--- src/hdl/slx_pkg.sv ---
package slx_pkg;

  localparam int QDEPTH = 4;
  localparam int QAW = $clog2(QDEPTH);
  localparam int MAXEV = 3;

  localparam logic [1:0] KIND_SYMBOL = 2'd0;
  localparam logic [1:0] KIND_MACRO  = 2'd1;
  localparam logic [1:0] KIND_STRING = 2'd2;
  localparam logic [1:0] KIND_INT    = 2'd3;

  localparam logic EV_APPEND = 1'b0;
  localparam logic EV_END    = 1'b1;

  localparam logic CMD_CHAR = 1'b0;
  localparam logic CMD_EOI  = 1'b1;

  localparam logic [7:0] CH_LPAREN = 8'h28;
  localparam logic [7:0] CH_RPAREN = 8'h29;
  localparam logic [7:0] CH_LBRACK = 8'h5B;
  localparam logic [7:0] CH_RBRACK = 8'h5D;
  localparam logic [7:0] CH_DOT    = 8'h2E;
  localparam logic [7:0] CH_QUOTE  = 8'h22;
  localparam logic [7:0] CH_BSLASH = 8'h5C;
  localparam logic [7:0] CH_SPACE  = 8'h20;
  localparam logic [7:0] CH_NL     = 8'h0A;
  localparam logic [7:0] CH_TAB    = 8'h09;
  localparam logic [7:0] CH_ZERO   = 8'h30;
  localparam logic [7:0] CH_NINE   = 8'h39;

  typedef enum logic [2:0] {
    MODE_NORMAL = 3'd0,
    MODE_STRING = 3'd1,
    MODE_STRESC = 3'd2,
    MODE_INT    = 3'd3,
    MODE_SYMBOL = 3'd4,
    MODE_SYMESC = 3'd5,
    MODE_DOT    = 3'd6
  } lex_mode_t;

  typedef struct packed {
    logic       command;
    logic [7:0] char_in;
  } in_item_t;

  typedef struct packed {
    logic       event_kind;
    logic [7:0] char_out;
    logic [1:0] token_kind;
    logic       last;
  } out_item_t;

  typedef struct packed {
    lex_mode_t  mode;
    logic [1:0] pkind;
    logic       tok_open;
  } lex_state_t;

  localparam lex_state_t LEX_RESET = '{mode: MODE_NORMAL, pkind: KIND_SYMBOL, tok_open: 1'b0};

  typedef struct packed {
    logic       kind;
    logic [7:0] ch;
    logic [1:0] tk;
  } ev_t;

  typedef struct packed {
    logic [1:0]         cnt;
    ev_t [MAXEV-1:0]    evs;
  } bundle_t;

  typedef struct packed {
    logic    valid;
    bundle_t b;
  } q_push_t;

  typedef struct packed {
    lex_state_t      s;
    logic [1:0]      n;
    ev_t [MAXEV-1:0] evs;
  } acc_t;

  function automatic logic is_bracket(logic [7:0] c);
    return c == CH_LPAREN || c == CH_RPAREN || c == CH_LBRACK || c == CH_RBRACK;
  endfunction

  function automatic logic is_space(logic [7:0] c);
    return c == CH_SPACE || c == CH_NL || c == CH_TAB;
  endfunction

  function automatic logic is_digit(logic [7:0] c);
    return c >= CH_ZERO && c <= CH_NINE;
  endfunction

  function automatic acc_t put_ev(acc_t a, logic k, logic [7:0] c, logic [1:0] t);
    acc_t r;
    r = a;
    if (r.n != 2'(MAXEV)) begin
      r.evs[r.n] = '{kind: k, ch: c, tk: t};
      r.n = r.n + 2'd1;
    end
    return r;
  endfunction

  function automatic acc_t add_char(acc_t a, logic [7:0] c);
    acc_t r;
    r = put_ev(a, EV_APPEND, c, KIND_SYMBOL);
    r.s.tok_open = 1'b1;
    return r;
  endfunction

  function automatic acc_t end_token(acc_t a);
    acc_t r;
    r = put_ev(a, EV_END, 8'h00, a.s.pkind);
    r.s.pkind = KIND_SYMBOL;
    r.s.tok_open = 1'b0;
    return r;
  endfunction

  // one character through the mode machine, with up to four passes
  function automatic acc_t lex_char(lex_state_t st, logic [7:0] c);
    acc_t a;
    logic done;
    a = '{s: st, n: 2'd0, evs: '0};
    done = 1'b0;
    for (int p = 0; p < 4; p++) begin
      if (!done) begin
        case (a.s.mode)
          MODE_STRING: begin
            if (c == CH_BSLASH) a.s.mode = MODE_STRESC;
            else if (c == CH_QUOTE) a.s.mode = MODE_NORMAL;
            else a = add_char(a, c);
            done = 1'b1;
          end
          MODE_STRESC: begin
            a = add_char(a, c);
            a.s.mode = MODE_STRING;
            done = 1'b1;
          end
          MODE_INT: begin
            if (is_digit(c)) begin
              a = add_char(a, c);
              done = 1'b1;
            end else begin
              a.s.mode = MODE_NORMAL;
              a = end_token(a);
            end
          end
          MODE_SYMBOL: begin
            if (is_bracket(c) || is_space(c)) begin
              a.s.mode = MODE_NORMAL;
              a = end_token(a);
            end else begin
              if (c == CH_BSLASH) a.s.mode = MODE_SYMESC;
              else a = add_char(a, c);
              done = 1'b1;
            end
          end
          MODE_SYMESC: begin
            a = add_char(a, c);
            a.s.mode = MODE_SYMBOL;
            done = 1'b1;
          end
          MODE_DOT: begin
            a.s.mode = MODE_NORMAL;
            if (is_bracket(c) || is_space(c)) a = end_token(a);
            else a.s.pkind = KIND_SYMBOL;
          end
          default: begin
            a.s.mode = MODE_NORMAL;
            if (is_bracket(c)) begin
              if (a.s.tok_open) begin
                a = end_token(a);
              end else begin
                a.s.pkind = KIND_MACRO;
                a = add_char(a, c);
                a = end_token(a);
                done = 1'b1;
              end
            end else if (c == CH_DOT) begin
              a.s.mode = MODE_DOT;
              a.s.pkind = KIND_MACRO;
              a = add_char(a, c);
              done = 1'b1;
            end else if (is_space(c)) begin
              if (a.s.tok_open) a = end_token(a);
              done = 1'b1;
            end else if (c == CH_QUOTE) begin
              if (a.s.tok_open) begin
                a = end_token(a);
              end else begin
                a.s.mode = MODE_STRING;
                a.s.pkind = KIND_STRING;
                done = 1'b1;
              end
            end else if (is_digit(c)) begin
              if (a.s.tok_open) begin
                a = end_token(a);
              end else begin
                a.s.mode = MODE_INT;
                a.s.pkind = KIND_INT;
                a = add_char(a, c);
                done = 1'b1;
              end
            end else begin
              a.s.mode = MODE_SYMBOL;
              a = add_char(a, c);
              done = 1'b1;
            end
          end
        endcase
      end
    end
    return a;
  endfunction

  function automatic acc_t lex_step(lex_state_t st, in_item_t it);
    acc_t a;
    if (it.command == CMD_EOI) begin
      a = '{s: st, n: 2'd0, evs: '0};
      if (st.tok_open) a = end_token(a);
      a.s = LEX_RESET;
    end else begin
      a = lex_char(st, it.char_in);
    end
    return a;
  endfunction

endpackage

--- src/hdl/slx_front.sv ---
module slx_front (
  input  logic                clk,
  input  logic                rst_n,
  input  logic                in_valid,
  output logic                in_ready,
  input  slx_pkg::in_item_t   in_data,
  input  logic                q_ready,
  output slx_pkg::q_push_t    q_push,
  output slx_pkg::lex_state_t st
);
  import slx_pkg::*;

  lex_state_t st_r, st_nxt;
  acc_t       res;
  logic       accept;

  assign in_ready = q_ready;
  assign accept   = in_valid && q_ready;
  assign st       = st_r;

  always_comb begin
    res = lex_step(st_r, in_data);
    st_nxt = st_r;
    if (accept) st_nxt = res.s;
    q_push.valid = accept && (res.n != 2'd0);
    q_push.b.cnt = res.n;
    q_push.b.evs = res.evs;
  end

  always_ff @(posedge clk) begin
    if (!rst_n) st_r <= LEX_RESET;
    else st_r <= st_nxt;
  end

endmodule

--- src/hdl/slx_back.sv ---
module slx_back (
  input  logic               clk,
  input  logic               rst_n,
  input  slx_pkg::q_push_t   q_push,
  output logic               q_ready,
  output logic               out_valid,
  input  logic               out_ready,
  output slx_pkg::out_item_t out_data
);
  import slx_pkg::*;

  bundle_t        mem_r [QDEPTH];
  logic [QAW-1:0] wr_ptr_r, wr_ptr_nxt;
  logic [QAW-1:0] rd_ptr_r, rd_ptr_nxt;
  logic [QAW:0]   count_r, count_nxt;
  logic [1:0]     idx_r, idx_nxt;
  bundle_t        head;
  ev_t            ev;
  logic           is_last;
  logic           take;
  logic           pop;

  assign q_ready   = count_r != (QAW+1)'(QDEPTH);
  assign out_valid = count_r != '0;
  assign head      = mem_r[rd_ptr_r];
  assign ev        = head.evs[idx_r];
  assign is_last   = idx_r == (head.cnt - 2'd1);
  assign take      = out_valid && out_ready;
  assign pop       = take && is_last;

  assign out_data.event_kind = ev.kind;
  assign out_data.char_out   = ev.ch;
  assign out_data.token_kind = ev.tk;
  assign out_data.last       = is_last;

  always_comb begin
    wr_ptr_nxt = wr_ptr_r;
    rd_ptr_nxt = rd_ptr_r;
    count_nxt  = count_r;
    idx_nxt    = idx_r;
    if (q_push.valid) wr_ptr_nxt = wr_ptr_r + 1'b1;
    if (pop) rd_ptr_nxt = rd_ptr_r + 1'b1;
    if (take) idx_nxt = is_last ? 2'd0 : idx_r + 2'd1;
    if (q_push.valid && !pop) count_nxt = count_r + 1'b1;
    else if (!q_push.valid && pop) count_nxt = count_r - 1'b1;
  end

  always_ff @(posedge clk) begin
    if (!rst_n) begin
      wr_ptr_r <= '0;
      rd_ptr_r <= '0;
      count_r  <= '0;
      idx_r    <= 2'd0;
    end else begin
      wr_ptr_r <= wr_ptr_nxt;
      rd_ptr_r <= rd_ptr_nxt;
      count_r  <= count_nxt;
      idx_r    <= idx_nxt;
    end
  end

  always_ff @(posedge clk) begin
    if (q_push.valid) mem_r[wr_ptr_r] <= q_push.b;
  end

endmodule

--- src/hdl/sexpr_token_lexer_core.sv ---
// the events of a taken request are registered into the event queue and offered from its head
// throughput: one request per cycle while the four-entry event queue has room
// each request yields zero to three events, sent one per cycle from the queue head while out_ready is high
// reset: lexer back to normal mode, symbol kind, no open token; event queue empty
module sexpr_token_lexer_core (
  input  logic               clk,
  input  logic               rst_n,
  input  logic               in_valid,
  output logic               in_ready,
  input  slx_pkg::in_item_t  in_data,
  output logic               out_valid,
  input  logic               out_ready,
  output slx_pkg::out_item_t out_data
);
  import slx_pkg::*;

  q_push_t    q_push;
  logic       q_ready;
  lex_state_t st;

  slx_front u_front (
    .clk      (clk),
    .rst_n    (rst_n),
    .in_valid (in_valid),
    .in_ready (in_ready),
    .in_data  (in_data),
    .q_ready  (q_ready),
    .q_push   (q_push),
    .st       (st)
  );

  slx_back u_back (
    .clk       (clk),
    .rst_n     (rst_n),
    .q_push    (q_push),
    .q_ready   (q_ready),
    .out_valid (out_valid),
    .out_ready (out_ready),
    .out_data  (out_data)
  );

  // empty bundles never enter the queue
  a_push_nonempty: assert property (@(posedge clk) disable iff (!rst_n)
    q_push.valid |-> q_push.b.cnt != 2'd0)
    else $error("empty event bundle pushed");

  // end of input returns the lexer to its reset state
  a_eoi_reset: assert property (@(posedge clk) disable iff (!rst_n)
    in_valid && in_ready && in_data.command == CMD_EOI |=> st == LEX_RESET)
    else $error("lexer state not cleared after end of input");

  // appends carry no token kind, token ends carry no character
  a_event_fields: assert property (@(posedge clk) disable iff (!rst_n)
    out_valid |-> (out_data.event_kind == EV_APPEND && out_data.token_kind == KIND_SYMBOL)
      || (out_data.event_kind == EV_END && out_data.char_out == 8'h00))
    else $error("event fields inconsistent");

  // nothing is pushed while the queue is full
  a_no_overflow: assert property (@(posedge clk) disable iff (!rst_n)
    q_push.valid |-> q_ready)
    else $error("push into full event queue");

endmodule

--- config.mk ---
export PLATFORM = sky130hd
export DESIGN_NAME = sexpr_token_lexer_core
export DESIGN_NICKNAME = d
export VERILOG_FILES = /design/src/hdl/slx_pkg.sv /design/src/hdl/slx_front.sv /design/src/hdl/slx_back.sv /design/src/hdl/sexpr_token_lexer_core.sv
export SDC_FILE = /design/constraint.sdc
export NUM_CORES = 1
export LEC_CHECK = 0
export BUFFER_PORTS_ARGS = -buffer_cell sky130_fd_sc_hd__buf_2
export CAP_MARGIN = 20
export CORE_ASPECT_RATIO = 0.5
export CORE_MARGIN = 4
export CORE_UTILIZATION = 62
export CTS_CLUSTER_DIAMETER = 100
export DETAILED_ROUTE_END_ITERATION = 10
export PLACE_DENSITY = 0.8
export REMOVE_ABC_BUFFERS = 1
export SLEW_MARGIN = 0
export SYNTH_ARGS = -nofsm -noshare
export SYNTH_HDL_FRONTEND = slang
export SYNTH_SLANG_ARGS = --single-unit
export TNS_END_PERCENT = 10
--- constraint.sdc ---
create_clock -name clk -period 5.25 [get_ports clk]
set_input_delay 0.7875 -clock clk [delete_from_list [all_inputs] [get_ports clk]]
set_output_delay 0.7875 -clock clk [all_outputs]
set_load 0.005 [all_outputs]
==> flow_summary.toml, run 1 <==
[run_status]
status = "finished clean"

[detailed_routing]
routed_wl_um = 17000
vias = 4891
drt-initial-drc-count = 451
wl_per_cell_um = 22.1
via_per_inst = 6.37
drc = 0
postRouteAntennaNets = 0
dr.pass1.iters = 6

[layout]
final_common_cell = "edfxtp_1"
nNetsFinal = 615
syn_to_final_growth_pct = 13.2
layout_common_cells = "edfxtp_1, conb_1, mux4_2"
drive_above_1_share = 0.190
n_antenna_cell = 0

[clocking]
clk_latency_ns = 0.43
numCtsBuffers = 17
clk_path_buf_depth = 2
cts.sinks = 157
h-tree-depth = 4
cts-root-buf = "clkbuf_16"
ctsHoldBuffers = 0
cts.reportedPaths.clkPinSlew_ns = 0.06
cts_resized = 0
postCtsSetupBuffers = 0
cts_tree = "yes"

[die]
ios = 27
dieHeight_um = 85.2
fp.dieW_um = 162
start_util = 0.654
fp.dieArea_sq_mm = 0.0139
rows = 27
core_sq_mm = 0.0113

[critical_path]
endpoint_kind = "register"
r2r_start = "u_front.st[4]"
worstPathRequired_ns = 5.59
crit_path_start_kind = "primary input"
rr_worst_depth = 13
r2r_slack_ns = 1.07
path_max_fanout = 14
worstReg2RegEnd = "u_back.count_r[2]"
path_class = "primary input to register"
critPathArrivalTime_ns = 4.58

[hold_path]
min_to = "u_front.st[2]"
hold_depth = 2
holdCritStartpoint = "u_front.st[2]"
hp-class = "register to register"

[timing]
fin_crit_ns = 4.24
fin_crit_sh = 0.807
setup_viol = 0
hold_viol_final = 0
finalMaxSlewViolations = 0
fmax_mhz = 236
max_slew_margin = 0.514
setup_ws_ns = 1.01
skew_ns = 0.0134
tightestPinTransition_ns = 0.720
finalSetupTns_ns = 0
rsz0062_at_grt = "false"

[global_routing]
grt_use_total = 0.262
antenna_found_initial = 0
grt_pass1_wl_um = 26900
grt_max_degree = 36
grt_pass1_vias = 4714
grt_overflow = 0

[pwr]
ir_drop_uv = 286
p_leak_nw = 2.90
power_density_mw_per_mm2 = 413

[flow_run]
cap_violations = 0

[yosys]
yosys_warnings = 0
synth_area_sq_mm = 0.00740
synth-main-ff-cell = "edfxtp_1"
synth-edff-count = 140
synth_seq_cells = 157
yosysSeqAreaShare = 0.614
synth_cells = 530
async_flop_share = 0
synth_cell_types = 64
synth.avg_cell_area_sq_um = 14.0

[place]
hpwl_um = 10300
pre_cts_slack_ns = 0.651
gp_congestion = 1.00
io_buffers = 26
## Yosys cell counts, types with 2 or more instances
cell      number  area (sq um)
and2_0         2          12.5
nand4_1        2          12.5
a22oi_1        4          30.0
o211ai_1       2          15.0
buf_2          4          20.0
ha_1           5          62.6
a31oi_1        6          37.5
o221ai_1       5          43.8
a21oi_1       23           115
nand2b_1       8          50.1
buf_6          4          45.0
inv_1         19          71.3
or3_1          4          25.0
nand2_1       32           120
dfxtp_1       17           340
nor3_1         6          30.0
a211oi_1       6          45.0
a21boi_0       5          37.5
xnor2_1        4          35.0
and2_1        16           100
xor2_1         3          26.3
a211o_1        2          17.5
clkbuf_1      17          63.8
a21o_1         4          30.0
mux2i_1       15           150
o31ai_1        2          15.0
nand3b_1       3          22.5
nand3_1       11          55.1
edfxtp_1     140          4200
nor3b_1        5          37.5
and3_1         4          25.0
nor2_1        27           101
o22ai_1       18           113
or4_1          3          22.5
nor2b_1        9          56.3
mux4_2        35           788
buf_1          4          15.0
o21ai_0       28           140
## how the worst max path moves through the flow
stage,end,slack (ns),from
3_3_place_gp,u_back.count_r[2],0.76,in_data[1]
4_1_cts,u_back.count_r[2],1.06,in_data[1]
6_report,u_back.count_r[2],1.01,in_data[1]
3_5_place_dp,u_back.count_r[2],0.65,in_data[1]
5_1_grt,u_back.count_r[2],0.81,u_front.st[4]
2_1_floorplan,u_back.count_r[2],1.15,register
## sequential cells by signal (all words and copies together), names as in the netlist, named ones only
name             cells
u_back.mem_r       140
u_back.count_r       3
u_front.st           6
u_back.idx_r         2
u_back.wr_ptr_r      2
u_back.rd_ptr_r      2
## area by class of cell
type / count / area [sq um]
Inverter: 20 / 75.1
Timing Repair Buffer: 38 / 220
Multi-Input combinational cell: 362 / 2780
Tap cell: 159 / 199
Clock inverter: 14 / 129
Clock buffer: 18 / 429
Sequential cell: 157 / 4550
Fill cell: 707 / 2940
## power breakdown
part           internal, mW  switching [mW]
Combinational         0.329           0.432
Clock                 0.626           0.541
Sequential             1.48          0.0579
Total                  2.43            1.03
## worst max-delay path: stages
cell and delay [ns]:
buf_2 0.18, nand2b_1 0.19, nor4_2 0.61, nor3_1 0.17
o32ai_2 0.43, o21a_1 0.24, and4_4 0.29, o41a_1 0.30
ha_1 0.25, inv_1 0.07, fa_1 0.43, xor2_1 0.15
or3_1 0.30, a21boi_0 0.16
## metal layers
metal | global-route usage | wire length (um) | up-vias
met5 | 0 | 0 | -
met4 | 0.0998 | 383 | 0
met3 | 0.0607 | 1360 | 31
met2 | 0.399 | 7960 | 262
met1 | 0.373 | 7260 | 2420
li1 | - | - | 2178
## per-stage QoR
| stage | instances | utilization | hold WS [ns] | power (mW) | area [sq um] |
|---|---|---|---|---|---|
| 6_report | 768 | 0.740 | 0.475 | 3.46 | 8370 |
| 5_1_grt | 768 | 0.740 | 0.525 | 3.62 | 8370 |
| 4_1_cts | 768 | 0.740 | 0.475 | 3.47 | 8370 |
| 3_5_place_dp | 736 | 0.691 | 0.473 | 2.30 | 7820 |
| 3_3_place_gp | 736 | 0.691 | 0.472 | 2.28 | 7820 |
| 2_1_floorplan | 539 | - | 0.446 | 2.05 | 7390 |
## cell families after synthesis
group                      Yosys count  synth area share
DFF                                157             0.614
and+or+nand+nor                    141             0.105
AOI/OAI and AO/OA                  118             0.104
muxes                               50             0.127
buffers and inverters               50            0.0306
xor gates and xnor gates             7           0.00829
adders and majority gates            6            0.0112
other                                1          0.000507
Note: power is estimated with default switching activity, not from simulation.
==> inputs of run 2 (changes only) <==
==> constraint.sdc (replaced) <==
create_clock -name clk -period 4.2 [get_ports clk]
set_input_delay 0.63 -clock clk [delete_from_list [all_inputs] [get_ports clk]]
set_output_delay 0.63 -clock clk [all_outputs]
set_load 0.005 [all_outputs]
==> run 2 against run 1 <==
Effect of this change: worst setup slack worse by 0.58 ns; critical endpoint unchanged; sequential power up 25%; via count up 2.0%; highest routed layer unchanged.
==> flow_summary.toml, run 2 (synthesized netlist as in run 1, its figures left out) <==
[global_routing]
grt_pass1_wl_um = 28400
antenna_found_initial = 0
grt_use_total = 0.275
grt_max_degree = 36
grt_pass1_vias = 4956
grt_overflow = 0

[pwr]
clock_power_share = 0.327
pwr-share-seq = 0.443
p_leak_nw = 2.95
power_density_mw_per_mm2 = 511
internal-power_mw = 3.04
comb_power_share = 0.229
netSwitchingFraction = 0.296
p_sw_mw = 1.28
ir_drop_uv = 355
power_mw = 4.32

[clocking]
numCtsBuffers = 17
ctsHoldBuffers = 0
cts.reportedPaths.clkPinSlew_ns = 0.06
h-tree-depth = 4
cts_tree = "yes"
clk_path_buf_depth = 2
cts-root-buf = "clkbuf_16"
cts.sinks = 157
cts_resized = 0
clk_latency_ns = 0.43
postCtsSetupBuffers = 0

[place]
placed_cells = 749
io_buffers = 26
hpwl_um = 10900
place_area_sq_mm = 0.00791
pre_cts_slack_ns = 0.111
gp_congestion = 0.925

[layout]
finalNonFillerCells = 780
drive_above_1_share = 0.208
regArea_sq_mm = 0.00455
syn_to_final_growth_pct = 14.2
utilization = 0.747
nNetsFinal = 628
regMostFlops = "u_back.mem_r"
n_antenna_cell = 0
multi_input_area_sq_mm = 0.00278
layout_common_cells = "edfxtp_1, conb_1, mux4_2"
fillCellCount = 660
largest_reg_flops = 140
final_area_sq_mm = 0.00845
final_common_cell = "edfxtp_1"

[die]
rows = 27
ios = 27
fp.dieW_um = 162
core_sq_mm = 0.0113
start_util = 0.654
fp.dieArea_sq_mm = 0.0139
dieHeight_um = 85.2

[detailed_routing]
routed_wl_um = 17800
via_per_inst = 6.40
route.met2.wl_um = 8320
wl_met3_um = 1690
top_layer = "met4"
wl_per_cell_um = 22.8
drc = 0
postRouteAntennaNets = 0
met1Wirelength_um = 7570
vias = 4991
dr.pass1.iters = 6
drt-initial-drc-count = 464

[timing]
fin_crit_ns = 3.77
max_slew_margin = 0.349
skew_ns = 0.00792
fmax_mhz = 265
fin_crit_sh = 0.897
tightestPinTransition_ns = 0.977
setup_viol = 0
finalSetupTns_ns = 0
hold_viol_final = 0
finalMaxSlewViolations = 0
holdWs_ns = 0.509
rsz0062_at_grt = "false"
setup_ws_ns = 0.432

[critical_path]
endpoint_kind = "register"
path_class = "primary input to register"
critPathArrivalTime_ns = 4.11
path_max_fanout = 9
worstPathRequired_ns = 4.54
crit_path_start_kind = "primary input"
r2r_start = "u_front.st[0]"
r2r_slack_ns = 0.47
worstReg2RegEnd = "u_back.count_r[2]"
rr_worst_depth = 13

[hold_path]
min_to = "u_back.wr_ptr_r[1]"
hold_depth = 2
hp-class = "register to register"
holdCritStartpoint = "u_back.wr_ptr_r[1]"

[run_status]
status = "finished clean"

[flow_run]
cap_violations = 0
## run 2: how the worst max path moves through the flow
stage / start / to / slack [ns] / cells past startpoint
2_1_floorplan: register / u_back.count_r[2] / 0.10 / 11
3_3_place_gp: in_data[2] / u_back.count_r[2] / 0.25 / 14
3_5_place_dp: in_data[2] / u_back.count_r[2] / 0.11 / 14
4_1_cts: in_data[2] / u_back.count_r[2] / 0.50 / 14
5_1_grt: in_data[2] / u_back.count_r[2] / 0.0008 / 14
6_report: in_data[2] / u_back.count_r[2] / 0.43 / 14
## run 2: area by class of cell
type / instances / area share
clock inverter: 14 / 0.0132
timing repair buffer: 51 / 0.0376
clock buffer: 17 / 0.0503
tap: 159 / 0.0235
sequential: 157 / 0.538
multi-input combinational: 362 / 0.329
inverter: 20 / 0.00888
## run 2: worst max-delay path, stage by stage
cell      delay, ns
buf_2          0.17
o21ai_0        0.47
a31oi_1        0.25
o221ai_1       0.30
o221ai_1       0.26
o21ai_0        0.29
and2_1         0.18
o41a_1         0.22
ha_1           0.21
inv_1          0.07
fa_1           0.42
xor2_1         0.16
or3_1          0.30
a21boi_0       0.18
## run 2: layer usage
metal / global-route usage / vias up
li1: - / 2199
met1: 0.395 / 2457
met2: 0.440 / 308
met3: 0.0514 / 27
met4: 0.0767 / 0
met5: 0 / -
## run 2: power by group through the flow
stage	sequential, mW	combinational, mW	clock [mW]
2_1_floorplan	1.98	0.589	0
3_3_place_gp	1.93	0.944	0
3_5_place_dp	1.94	0.960	0
4_1_cts	1.92	0.987	1.42
5_1_grt	1.92	1.08	1.50
6_report	1.91	0.990	1.41
==> inputs of run 3 (changes only) <==
--- a/config.mk
+++ b/config.mk
@@ -8,7 +8,6 @@
 export BUFFER_PORTS_ARGS = -buffer_cell sky130_fd_sc_hd__buf_2
 export CAP_MARGIN = 20
 export CORE_ASPECT_RATIO = 0.5
-export CORE_MARGIN = 4
 export CORE_UTILIZATION = 62
 export CTS_CLUSTER_DIAMETER = 100
 export DETAILED_ROUTE_END_ITERATION = 10
==> run 3 against run 2 <==
Effect of this change: combinational power is essentially flat; worst setup slack lost 0.085 ns; worst hold slack lost 0.013 ns; design area grew 0.37%; clock-buffer cell count is the same; sequential power is essentially flat; die area shrank 10%; first-iteration DRC count grew 14%; register-to-register slack lost 0.12 ns; clock skew grew 0.0046 ns; global-route usage grew 5.2 points; sequential cell count is the same; critical path type is now register to register; largest cell class unchanged.
==> flow_summary.toml, run 3 (synthesized netlist as in run 1, its figures left out) <==
[timing]
rsz0062_at_grt = "false"
setup_ws_ns = 0.347
fin_crit_ns = 3.85
max_slew_margin = 0.411
setup_viol = 0
holdWs_ns = 0.496
fin_crit_sh = 0.917
tightestPinTransition_ns = 0.872
finalSetupTns_ns = 0
fmax_mhz = 260
finalMaxSlewViolations = 0
skew_ns = 0.0125
hold_viol_final = 0

[clocking]
cts_resized = 0
clk_path_buf_depth = 2
clk_latency_ns = 0.43
cts.sinks = 157
cts_tree = "yes"
numCtsBuffers = 17
h-tree-depth = 4
cts-root-buf = "clkbuf_16"
ctsHoldBuffers = 0
postCtsSetupBuffers = 0
cts.reportedPaths.clkPinSlew_ns = 0.07

[layout]
finalNonFillerCells = 781
n_antenna_cell = 0
fillCellCount = 656
final_area_sq_mm = 0.00848
utilization = 0.749
regMostFlops = "u_back.mem_r"
multi_input_area_sq_mm = 0.00277
largest_reg_flops = 140
regArea_sq_mm = 0.00455
drive_above_1_share = 0.206
syn_to_final_growth_pct = 14.6
nNetsFinal = 628
final_common_cell = "edfxtp_1"
layout_common_cells = "edfxtp_1, conb_1, mux4_2"

[global_routing]
grt_pass1_vias = 4998
antenna_found_initial = 0
grt_pass1_wl_um = 28800
grt_overflow = 0
grt_use_total = 0.327
grt_max_degree = 36

[critical_path]
cp-startpoint = "u_front.st[3]"
rr_worst_depth = 8
path_max_fanout = 15
cp_common_cell = "o221ai_1"
crit_path_start_kind = "register"
endpoint_kind = "register"
path_class = "register to register"
worstPathRequired_ns = 4.30
cp_cell_sequence = "nand2b_1 -> a31oi_1 -> o221ai_1 -> o221ai_1 -> o21ai_0 -> a41oi_1 -> nand2_1 -> o41ai_1"
critical-path-slowest-cell = "o41ai_1"
r2r_start = "u_front.st[3]"
critPathMaxStageDelay_ns = 0.83
r2r_slack_ns = 0.35
worstReg2RegEnd = "u_back.mem_r[2][18]"
critPathArrivalTime_ns = 3.95

[place]
pre_cts_slack_ns = 0.212
hpwl_um = 11100
placed_cells = 749
place_area_sq_mm = 0.00791
gp_congestion = 0.952
io_buffers = 26

[die]
rows = 27
dieHeight_um = 79.2
fp.dieW_um = 156
fp.dieArea_sq_mm = 0.0124
start_util = 0.654
core_sq_mm = 0.0113
ios = 27

[detailed_routing]
routed_wl_um = 18400
dr.pass1.iters = 6
vias = 5078
drt-initial-drc-count = 530
postRouteAntennaNets = 0
wl_per_cell_um = 23.6
via_per_inst = 6.50
drc = 0

[pwr]
ir_drop_uv = 341
power_mw = 4.42
p_leak_nw = 2.97
power_density_mw_per_mm2 = 522

[hold_path]
holdCritStartpoint = "u_front.st[2]"
hp-class = "register to register"
min_to = "u_front.st[2]"
hold_depth = 2

[run_status]
status = "finished clean"

[flow_run]
cap_violations = 0
[run 3: area by class of cell]
class,count,area share
Timing Repair Buffer,51,0.0375
Tap cell,159,0.0235
Inverter,20,0.00885
Clock buffer,17,0.0502
Sequential cell,157,0.536
Clock inverter,15,0.0171
Multi-Input combinational cell,362,0.327
[run 3: how the worst max path moves through the flow]
stage                     endpoint  depth (start not counted)
2_1_floorplan    u_back.count_r[2]                         11
5_1_grt        u_back.mem_r[2][18]                          8
3_5_place_dp     u_back.count_r[2]                         14
6_report       u_back.mem_r[2][18]                          8
4_1_cts        u_back.mem_r[2][18]                          8
3_3_place_gp     u_back.count_r[2]                         14
[run 3: where the power goes]
group,switching [mW],internal [mW]
logic,0.572,0.430
registers,0.0730,1.85
clock network,0.711,0.792
[run 3: layer usage]
metal / vias to the layer above / GRT usage / wire length [um]
li1: 2199 / - / -
met1: 2508 / 0.454 / 7600
met2: 334 / 0.513 / 8670
met3: 37 / 0.0808 / 1840
met4: 0 / 0.101 / 330
met5: - / 0 / 0
[run 3: critical path: cells and delay by family, from the launching register on]
family          cells  cell delay (ns)
simple gates        2             0.40
flops               1             0.65
compound gates      6             2.48
